**src/rtl/text_line_folder_top_macros.svh**
```systemverilog
// Assertion helpers for the line folder.
`ifndef TEXT_LINE_FOLDER_TOP_MACROS_SVH
`define TEXT_LINE_FOLDER_TOP_MACROS_SVH

// Property that must hold at every clock edge outside reset.
`define TLF_ASSERT_ALWAYS(label, clk, rst_n, prop, msg) \
    label: assert property (@(posedge clk) disable iff (!rst_n) (prop)) else $error(msg);

// Consequent must hold in the cycle after the antecedent.
`define TLF_ASSERT_NEXT(label, clk, rst_n, ante, cons, msg) \
    label: assert property (@(posedge clk) disable iff (!rst_n) (ante) |=> (cons)) \
        else $error(msg);

`endif

```
**src/rtl/tlf_pkg.sv**
```systemverilog
`timescale 1ns / 1ps

package tlf_pkg;

    // Character codes
    localparam logic [7:0] CH_SPACE = 8'd32;
    localparam logic [7:0] CH_TAB   = 8'd9;
    localparam logic [7:0] CH_NL    = 8'd10;

    // Widest fold width; held store depth
    localparam logic [5:0] MAX_WIDTH  = 6'd63;
    localparam int         HOLD_DEPTH = 64;
    localparam int         HOLD_AW    = $clog2(HOLD_DEPTH);
    localparam logic [5:0] WIDTH_RST  = 6'd63;

    typedef struct packed {
        logic [7:0] text_byte;
        logic       end_of_text;
    } t_in_word;

    typedef struct packed {
        logic [7:0] out_byte;
        logic       last;
    } t_out_word;

    // Write port of the held text store
    typedef struct packed {
        logic               en;
        logic [HOLD_AW-1:0] addr;
        logic [7:0]         data;
    } t_mem_wr;

    typedef enum logic {
        ST_IDLE,
        ST_RUN
    } t_state;

endpackage

```
**src/rtl/tlf_held_mem.sv**
```systemverilog
`timescale 1ns / 1ps

// Held text store: one write port, one read port with registered data.
module tlf_held_mem import tlf_pkg::*; (
    input  logic               i_clk,
    input  t_mem_wr            i_wr,
    input  logic [HOLD_AW-1:0] i_rd_addr,
    output logic [7:0]         o_rd_data
);

    logic [7:0] r_mem [HOLD_DEPTH];
    logic [7:0] r_rd_data;

    always_ff @(posedge i_clk) begin
        if (i_wr.en) begin
            r_mem[i_wr.addr] <= i_wr.data;
        end
        r_rd_data <= r_mem[i_rd_addr];
    end

    assign o_rd_data = r_rd_data;

endmodule

```
**src/rtl/text_line_folder_top.sv**
```systemverilog
`timescale 1ns / 1ps
// After an item is accepted the block enters its run state; the first result word is
// loaded into the output register once it is free. Held bytes are replayed from the store
// at one per cycle while the output is not stalled, then up to two tail bytes; no new item
// is taken until the last word is loaded. An item with no results (byte added to the held
// word) stays idle. Reset: synchronous, active low; clears held count, blank flag, column,
// output valid and width (63). Held store is not cleared and needs no clearing pass.
`include "text_line_folder_top_macros.svh"

module text_line_folder_top import tlf_pkg::*; (
    input  logic       i_clk,
    input  logic       i_rst_n,
    // input words
    input  logic       i_in_valid,
    output logic       o_in_ready,
    input  t_in_word   i_in_word,
    // result words
    output logic       o_out_valid,
    input  logic       i_out_ready,
    output t_out_word  o_out_word,
    // width register
    input  logic       i_cfg_valid,
    output logic       o_cfg_ready,
    input  logic [5:0] i_cfg_data
);

    t_state     r_state, n_state;
    logic [5:0] r_width;
    logic [6:0] r_held_cnt, n_held_cnt;
    logic [6:0] r_column, n_column;
    logic       r_blank_held, n_blank_held;

    // replay plan of the current item
    logic [6:0] r_cnt, n_cnt;
    logic       r_subst, n_subst;
    logic [1:0] r_ntail, n_ntail;
    logic [7:0] r_tail0, n_tail0;
    logic [7:0] r_tail1, n_tail1;
    logic [6:0] r_pos, n_pos;
    t_mem_wr    r_dwr, n_dwr;

    t_out_word  r_out;
    logic       r_out_valid;

    t_mem_wr            wr;
    logic [HOLD_AW-1:0] rd_addr;
    logic [7:0]         rd_data;

    logic       in_acc;
    logic       load;
    logic       is_last;
    logic [6:0] total;
    logic [6:0] pos_inc;
    logic [6:0] eff_w;
    logic [6:0] col1;
    logic       fold;
    logic [7:0] cur_byte;
    logic       more_due;
    logic       pos_ok;

    tlf_held_mem u_mem (
        .i_clk     (i_clk),
        .i_wr      (wr),
        .i_rd_addr (rd_addr),
        .o_rd_data (rd_data)
    );

    assign o_cfg_ready = 1'b1;
    assign o_in_ready  = (r_state == ST_IDLE);
    assign o_out_valid = r_out_valid;
    assign o_out_word  = r_out;

    // effective width and fold test
    always_comb begin
        if (r_width == 6'd0) begin
            eff_w = 7'd1;
        end else if (r_width > MAX_WIDTH) begin
            eff_w = {1'b0, MAX_WIDTH};
        end else begin
            eff_w = {1'b0, r_width};
        end
    end

    assign col1    = (r_column == 7'd127) ? r_column : r_column + 7'd1;
    assign fold    = (col1 >= eff_w);
    assign in_acc  = i_in_valid && (r_state == ST_IDLE);
    assign load    = (r_state == ST_RUN) && (!r_out_valid || i_out_ready);
    assign total   = r_cnt + {5'd0, r_ntail};
    assign pos_inc = r_pos + 7'd1;
    assign is_last = (pos_inc == total);

    // byte at the current replay position
    always_comb begin
        if (r_pos < r_cnt) begin
            cur_byte = (r_subst && (r_pos == 7'd0)) ? CH_NL : rd_data;
        end else if (r_pos == r_cnt) begin
            cur_byte = r_tail0;
        end else begin
            cur_byte = r_tail1;
        end
    end

    // planning and replay sequencer
    always_comb begin
        logic    is_blank;
        logic    full;
        t_mem_wr pw;

        n_state      = r_state;
        n_held_cnt   = r_held_cnt;
        n_column     = r_column;
        n_blank_held = r_blank_held;
        n_cnt        = r_cnt;
        n_subst      = r_subst;
        n_ntail      = r_ntail;
        n_tail0      = r_tail0;
        n_tail1      = r_tail1;
        n_pos        = r_pos;
        n_dwr        = r_dwr;
        wr           = '0;
        rd_addr      = '0;
        pw           = '0;
        is_blank     = (i_in_word.text_byte == CH_SPACE) || (i_in_word.text_byte == CH_TAB);
        full         = r_held_cnt[6];

        case (r_state)
            ST_IDLE: begin
                rd_addr = '0;
                if (in_acc) begin
                    n_pos   = 7'd0;
                    n_cnt   = 7'd0;
                    n_subst = 1'b0;
                    n_ntail = 2'd0;
                    n_tail0 = i_in_word.text_byte;
                    n_tail1 = CH_NL;
                    if (i_in_word.end_of_text) begin
                        // flush held text
                        n_cnt        = r_held_cnt;
                        n_held_cnt   = 7'd0;
                        n_blank_held = 1'b0;
                    end else if (i_in_word.text_byte == CH_NL) begin
                        n_cnt        = r_held_cnt;
                        n_ntail      = 2'd1;
                        n_tail0      = CH_NL;
                        n_held_cnt   = 7'd0;
                        n_blank_held = 1'b0;
                        n_column     = 7'd0;
                    end else if (is_blank) begin
                        n_cnt = r_held_cnt;
                        if (fold) begin
                            // new blank turns into the newline at once
                            n_ntail      = 2'd1;
                            n_tail0      = CH_NL;
                            n_held_cnt   = 7'd0;
                            n_blank_held = 1'b0;
                            n_column     = 7'd0;
                        end else begin
                            pw.en        = 1'b1;
                            pw.addr      = '0;
                            pw.data      = i_in_word.text_byte;
                            n_held_cnt   = 7'd1;
                            n_blank_held = 1'b1;
                            n_column     = col1;
                        end
                    end else if (r_blank_held) begin
                        if (fold) begin
                            // held blank becomes newline, word follows
                            n_cnt        = r_held_cnt;
                            n_subst      = 1'b1;
                            n_ntail      = full ? 2'd0 : 2'd1;
                            n_column     = full ? r_held_cnt - 7'd1 : r_held_cnt;
                            n_held_cnt   = 7'd0;
                            n_blank_held = 1'b0;
                        end else begin
                            pw.en    = !full;
                            pw.addr  = r_held_cnt[HOLD_AW-1:0];
                            pw.data  = i_in_word.text_byte;
                            n_held_cnt = full ? r_held_cnt : r_held_cnt + 7'd1;
                            n_column = col1;
                        end
                    end else begin
                        // pass through, forced fold after it if the width is reached
                        n_ntail  = fold ? 2'd2 : 2'd1;
                        n_column = fold ? 7'd0 : col1;
                    end

                    if ((n_cnt == 7'd0) && (n_ntail == 2'd0)) begin
                        wr = pw;
                    end else begin
                        n_dwr   = pw;
                        n_state = ST_RUN;
                    end
                end
            end
            ST_RUN: begin
                rd_addr = load ? pos_inc[HOLD_AW-1:0] : r_pos[HOLD_AW-1:0];
                if (load) begin
                    n_pos = pos_inc;
                    if (is_last) begin
                        // replay done, commit the deferred store write
                        wr       = r_dwr;
                        n_dwr.en = 1'b0;
                        n_state  = ST_IDLE;
                    end
                end
            end
            default: begin
                n_state = ST_IDLE;
            end
        endcase
    end

    // control registers
    always_ff @(posedge i_clk) begin
        if (!i_rst_n) begin
            r_state      <= ST_IDLE;
            r_width      <= WIDTH_RST;
            r_held_cnt   <= 7'd0;
            r_column     <= 7'd0;
            r_blank_held <= 1'b0;
            r_dwr        <= '0;
            r_out_valid  <= 1'b0;
        end else begin
            r_state      <= n_state;
            r_held_cnt   <= n_held_cnt;
            r_column     <= n_column;
            r_blank_held <= n_blank_held;
            r_dwr        <= n_dwr;
            if (i_cfg_valid) begin
                r_width <= i_cfg_data;
            end
            if (load) begin
                r_out_valid <= 1'b1;
            end else if (i_out_ready) begin
                r_out_valid <= 1'b0;
            end
        end
    end

    // plan and output payload
    always_ff @(posedge i_clk) begin
        r_cnt      <= n_cnt;
        r_subst    <= n_subst;
        r_ntail    <= n_ntail;
        r_tail0    <= n_tail0;
        r_tail1    <= n_tail1;
        r_pos      <= n_pos;
        if (load) begin
            r_out.out_byte <= cur_byte;
            r_out.last     <= is_last;
        end
    end

    // checks
    assign more_due = o_out_valid && i_out_ready && !o_out_word.last;
    assign pos_ok   = (r_state != ST_RUN) || (r_pos < total);

    `TLF_ASSERT_ALWAYS(a_held_bound, i_clk, i_rst_n, r_held_cnt < 7'd64, "held text overflow")
    `TLF_ASSERT_ALWAYS(a_blank_cnt, i_clk, i_rst_n, r_blank_held == (|r_held_cnt), "blank flag off")
    `TLF_ASSERT_ALWAYS(a_pos_range, i_clk, i_rst_n, pos_ok, "replay position past end")
    `TLF_ASSERT_NEXT(a_no_gap, i_clk, i_rst_n, more_due, o_out_valid, "gap inside result burst")

endmodule

```
**config.mk**
```make
export PLATFORM = sky130hd
export DESIGN_NAME = text_line_folder_top
export DESIGN_NICKNAME = d
export VERILOG_FILES = /design/src/rtl/tlf_pkg.sv /design/src/rtl/tlf_held_mem.sv /design/src/rtl/text_line_folder_top.sv
export VERILOG_INCLUDE_DIRS = /design/src /design/src/rtl
export SDC_FILE = /design/constraint.sdc
export NUM_CORES = 1
export LEC_CHECK = 0
export ABC_AREA = 1
export ABC_CLOCK_PERIOD_IN_PS = 21400
export BUFFER_PORTS_ARGS = -buffer_cell sky130_fd_sc_hd__buf_2
export CAP_MARGIN = 40
export CORE_MARGIN = 1
export CORE_UTILIZATION = 65
export CTS_BUF_LIST = sky130_fd_sc_hd__clkbuf_8 sky130_fd_sc_hd__clkbuf_16
export CTS_CLUSTER_SIZE = 25
export DETAILED_ROUTE_END_ITERATION = 6
export PLACE_DENSITY_LB_ADDON = 0.3
export SLEW_MARGIN = 40
export SYNTH_ARGS = -nofsm -noshare
export SYNTH_HDL_FRONTEND = slang
export SYNTH_HIERARCHICAL = 1
export SYNTH_SLANG_ARGS = --single-unit
```
**constraint.sdc**
```tcl
create_clock -name i_clk -period 21.4 [get_ports i_clk]
set_clock_uncertainty 0.05 [all_clocks]
set_input_delay 4.28 -clock i_clk [delete_from_list [all_inputs] [get_ports i_clk]]
set_output_delay 4.28 -clock i_clk [all_outputs]
set_load 0.05 [all_outputs]
```
Yosys cells after proc, flatten, opt, wreduce, memory -nomap -nowiden
Memory sizes are Yosys's and may differ from the RTL's. A register that Yosys moved wholly into a read port is not among the register bits.
Cells that the tools add are included.
{"block": "word_totals", "latchBits": 0, "mem_bits_rw": 512, "word_cells": 139, "output_inout_bits": 12, "reg_bits": 72, "memories": 1, "romBits": 0, "input_bits": 20}
{"memory": "u_mem.r_mem", "words": 64, "width": 8, "read_ports": 1, "rd_ports_with_merged_regs": 1, "write_ports": 1, "line_no": "tlf_held_mem.sv:11", "rtl": "logic [7:0] r_mem [HOLD_DEPTH];"}
{"block": "op_classes", "mux": 76, "magnitude_cmp": 3, "shift": 0, "eq_ne": 11, "div": 0, "n_reduce_logical": 22, "multipliers": 0, "bitwise_logic": 4, "add_sub_neg": 5}
{"operator": "two-way mux 15 bit", "n": 12}
{"operator": "two-way mux 7 bit", "n": 23}
{"operator": "two-way mux 8 bit", "n": 7}
{"operator": "one-hot mux 15 bit (2 select lines)", "n": 1}
{"operator": "adder 7 x 1 -> 7 bit, second input constant", "n": 3}
{"operator": "two-way mux 1 bit", "n": 20}
{"operator": "== test 8 x 4 -> 1 bit, second input constant", "n": 2}
{"operator": "== test 7 bit", "n": 2}
{"operator": "zero test 7 bit", "n": 2}
{"operator": "two-way mux 2 bit", "n": 7}
{"operator": "one-hot mux 7 bit (2 select lines)", "n": 1}
{"operator": "two-way mux 6 bit", "n": 2}
{"operator": "one-hot mux 6 bit (2 select lines)", "n": 1}
{"operator": "AND reduction 3 bit", "n": 3}
{"operator": "== test 8 x 6 -> 1 bit, second input constant", "n": 1}
{"operator": "AND reduction 4 bit", "n": 2}
{"operator": "adder 7 x 2 -> 7 bit", "n": 1}
{"operator": "== test 7 bit, second input constant", "n": 1}
{"operator": "greater-or-equal comparator 7 bit", "n": 1}
{"operator": "< comparator 7 bit", "n": 1}
{"operator": "subtractor 7 x 1 -> 7 bit, second input constant", "n": 1}
{"operator": "> comparator 6 bit, second input constant", "n": 1}
{"operator": "zero test 6 bit", "n": 1}
{"operator": "!= test 2 x 1 -> 1 bit, second input constant", "n": 3}
{"operator": "other kinds (12)", "n": 22}

Logic depth before layout (Yosys ltp)
{"block": "logic_depth", "depth_word": 18, "depth_mapped": 25, "mapped_depth_nobuf": 24}

Cells and area by module
Netlist, hierarchy kept.
{"module": "tlf_held_mem", "area_per_inst_um2": 21299.2, "cells_each": 1819, "n_inst": 1, "seq_area_each_um2": 15534.9}
{"module": "text_line_folder_top", "area_per_inst_um2": 4386.7, "cells_each": 546, "n_inst": 1, "seq_area_each_um2": 1781.7}

Worst setup path before layout
No wires, ideal clock.
{"block": "synth_timing", "path_kind": "input -> register", "start": "input port i_in_valid", "end": "memory u_mem.r_mem[0][1], data pin", "t_arrival_ns": 8.375, "path_slack_ns": 12.071, "stages": 3, "setup_ns": 0.905, "path_cell_list": "nand2_1 -> clkbuf_1 -> o41ai_1"}
{"element": "start, declared", "line_no": "text_line_folder_top.sv:14", "rtl": "input logic i_in_valid,"}
{"element": "end, declared", "line_no": "tlf_held_mem.sv:11"}

Worst setup path after layout
{"block": "layout_timing", "start": "input port i_out_ready", "end": "register u_mem.r_rd_data[2], in the netlist u_mem/o_rd_data[2], read port of u_mem.r_mem"}
{"block": "layout_between", "elab_chain_len": 4}
{"element": "start, declared", "line_no": "text_line_folder_top.sv:19", "rtl": "input logic i_out_ready,"}
{"element": "logical OR 1 bit", "line_no": "text_line_folder_top.sv:87", "rtl": "assign load = (r_state == ST_RUN) && (!r_out_valid || i_out_ready);"}
{"element": "logical AND 1 bit", "line_no": "text_line_folder_top.sv:87"}
{"element": "via load", "line_no": "text_line_folder_top.sv:50", "rtl": "logic load;"}
{"element": "two-way mux 6 bit", "line_no": "text_line_folder_top.sv:196", "rtl": "rd_addr = load ? pos_inc[HOLD_AW-1:0] : r_pos[HOLD_AW-1:0];"}
{"element": "one-hot mux 6 bit (2 select lines)", "line_no": "text_line_folder_top.sv:126", "rtl": "case (r_state)"}
{"element": "via rd_addr[1]", "line_no": "text_line_folder_top.sv:46", "rtl": "logic [HOLD_AW-1:0] rd_addr;"}
{"element": "end, declared", "line_no": "tlf_held_mem.sv:12", "rtl": "logic [7:0] r_rd_data;"}
The timed path passes the listed nets, and every way through them passes these cells.
A chain may end at the register's enable or synchronous reset.

==> results.md <==
- Status: completed
- RSZ-0062 raised after global routing: false
- Worst Max-Slew Pin Slew: 905.2 ps
- Synth unique cells: 53
- CP cell instances: buf_2 > nor2_1 > nor2_2 > inv_1 > o22ai_4 > buf_4 > clkinv_4 > buf_4 > nand3_1 > nand3_1 > nand2_1 > nand2_1 > nand3_1 > nand3_1 > nand2_1
- Clock sinks: 592
- First-pass GRT wire length: 98.01 mm
- Fmax: 129.4 MHz
- Seq pwr share: 52.4%
- Util after Layout: 71.55%
- Largest stage delay, worst path: 640 ps
- Tot GR Track Use: 31.77%
- Seq/Total Area, Yosys: 67.42%
- Final GP Congestion: 0.9596
- Detailed placement HPWL: 37.89 mm
- Endpoint class of the critical path: flip-flop
- Dominant synthesized flop cell: edfxtp_1
- Startpoint types: input pin
- I/O pin cnt: 32
- Die area: 40320 um^2
- Vias/cell: 6.241
- Syn nets: 2407
- Final period util: 36.11%
- Clk_lat worst skew: 620 ps
- Final Setup Violations: 0
- Post-CTS Setup Inserts: 0
- Worst-path maximum fanout: 68
- Setup tns final: 0 ps
- CTS Buf Count: 57
- H-tree depth: 2
- Worst Path Required: 21910 ps
- #FFs+latches synth: 592
- Syn Std Cell Area: 25690 um^2
- DR pass1 iterations: 7
- Fillcell total: 2635
- Sw Share: 23.84%
- Yosys top cell area share: 63.83%
- Remaining DRCs: 0
- CTS tree: done
- Antenna Nets Post-Route: 0
- Arr. time, crit path: 8240 ps
- Top area cells in the synthesized netlist: edfxtp_1 (64%), nand2_1 (11%), nand3_1 (9.2%)
- P_sw: 578.7 uW
- PwrDens: 87.37 nW/um^2
- Layout cells sized above 1: 8.407%
- Number of global-route vias before repair: 17520
- Critical path's slowest cell: clkinv_4
- Internal power: 1.848 mW
- Most used cell, CP: nand3_1
- Drt wl/cell: 21.79 um
- Worst hold margin: 397.5 ps
- HP Class: reg2reg
- Syn Inst Count: 2365
- Hold_buf cts: 0
- Row cnt: 72
- Ys async rst share: 0%
- Nets: 2392
- Maxcap violations: 0
- Initial DRC count: 2360
- Initial Util: 66.15%
- Initial antenna violation count: 1
- Largest net degree at the start of global routing: 139
- CTS Buffer Depth: 3
- Die Ht: 200.8 um
- Mean Syn Cell Area: 10.86 um^2
- Grt total ovfl: 0
- Post-cts sizing count: 0
- Critical setup path kind: in2reg
- Tmin final: 7727 ps
- Final Hold Fails: 0
- Post-synth EDFFs: 546
- Leading area contributor after synthesis: edfxtp_1
- Slew Limit Fails: 0
- Area delta synth->final: 8.154%
- Max VDD drop: 0.06683 mV
- Power share of the combinational group: 8.8%
- Vias: 18160
- CTS clk-pin slew, worst paths: 60 ps
- Die X: 200.8 um
- Slew margin rel.: 39.43%
- Clock share of power: 38.9%
- Synthesis Warnings: 6
- Antenna diodes: 0
- # port buffers: 30
- Static leakage: 10.50 nW
- Core ar.: 38830 um^2
- CTS Root Cell: clkbuf_16
- Total Routed Length: 63.38 mm
-- state kept, by name, summed over array words and instances, names as in the netlist --
signal and flops:
r_state 1, r_pos 7, r_dwr 15, r_ntail 2
r_held_cnt 7, o_out_word 9, r_blank_held 1, r_column 7
r_subst 1, u_mem/o_rd_data 8, r_tail0 8, r_cnt 7
o_out_valid 1, u_mem/r_mem 512, r_width 6
-- synth_stat cells, drive strengths merged (2+ instances only) --
cell    count
a21oi      34
a32o        6
buf       107
clkbuf     19
dfxtp      46
edfxtp    546
ha         21
inv        99
nand2     779
nand3     478
nand3b      2
nand4      17
nor2      126
nor3       11
nor4        3
o211ai      4
o21ai      27
o22ai       4
o31ai       3
o32a        2
o41ai       5
xnor2       2
xor2       13
-- final cells by class --
| type | instances | area [um^2] | area share [%] |
|---|---|---|---|
| clock buffers | 61 | 1493 | 5.373 |
| clock inverters | 39 | 252.7 | 0.9098 |
| inverters | 100 | 387.9 | 1.396 |
| multi-input cells | 1547 | 7325 | 26.37 |
| flip-flops and latches | 592 | 17320 | 62.33 |
| well taps | 518 | 648.1 | 2.333 |
| repair buffers | 52 | 357.8 | 1.288 |
-- path summary, 6_finish.rpt --
path / start / to / slack [ps] / cells after the start
max: i_out_ready / u_mem/o_rd_data[2]$_DFF_P_ / 13670 / 15
min reg2reg: r_dwr[7]$_SDFFE_PN0P_ / r_dwr[7]$_SDFFE_PN0P_ / 400 / 2
min: r_dwr[7]$_SDFFE_PN0P_ / r_dwr[7]$_SDFFE_PN0P_ / 400 / 2
max reg2reg: r_column[0]$_SDFFE_PN0P_ / u_mem/r_mem[63][4]$_DFFE_PP_ / 16080 / 23
-- per-stage QoR --
step	setup WS, ps	area, um^2	std cells	total power [mW]
after CTS	13450	27730	2907	2.428
after detailed placement	12820	25990	2807	1.499
after global placement	12550	25930	2806	1.494
final	13670	27780	2909	2.427
after floorplan	12070	25690	2365	1.446
after global routing	13410	27780	2909	2.495
-- layout by cell type, fill, tap and decap left out, types with 11 or more instances in the layout --
cell type,instances
a21oi_1,31
buf_2,30
buf_4,17
clkbuf_16,58
clkinv_1,14
dfxtp_1,46
edfxtp_1,546
ha_1,21
inv_1,101
inv_2,11
nand2_1,761
nand3_1,473
nand4_1,16
nor2_1,105
nor2_2,19
o21ai_0,21
xor2_1,13
-- per-layer routing --
layer	vias up	GRT usage (%)	share of wire [%]
li1	8152	-	-
met1	8703	43.23	38
met2	1098	50.77	48
met3	201	5.909	10
met4	2	13.60	4.2
met5	-	0	0.016
-- critical path: cells and delay by family --
family,cells,cell delay [ps]
AOI/OAI and AO/OA,1,150
buffers and inverters,5,2230
and+or+nand+nor,9,1490
-- power by group through the flow --
stage | logic, mW | clock network (mW) | registers [mW]
after CTS | 0.208 | 0.950 | 1.27
after floorplan | 0.152 | 0 | 1.29
after global routing | 0.230 | 0.995 | 1.27
after global placement | 0.200 | 0 | 1.29
final | 0.213 | 0.944 | 1.27
after detailed placement | 0.205 | 0 | 1.29
-- cells by family (layout without fill, tap and decap cells) --
kind of cell               count (synthesis)  after routing  share of synthesized area, %
adders and majority gates                 22             22                         1.101
and+or+nand+nor                         1417           1417                         24.04
DFF                                      592            592                         67.42
AOI/OAI and AO/OA                         91             91                         2.212
buffers and inverters                    226            252                         4.662
xor gates and xnor gates                  15             15                        0.5115
muxes                                      1              1                       0.04384
other                                      1              1                       0.01460
Note: power is estimated with default switching activity, not from simulation.
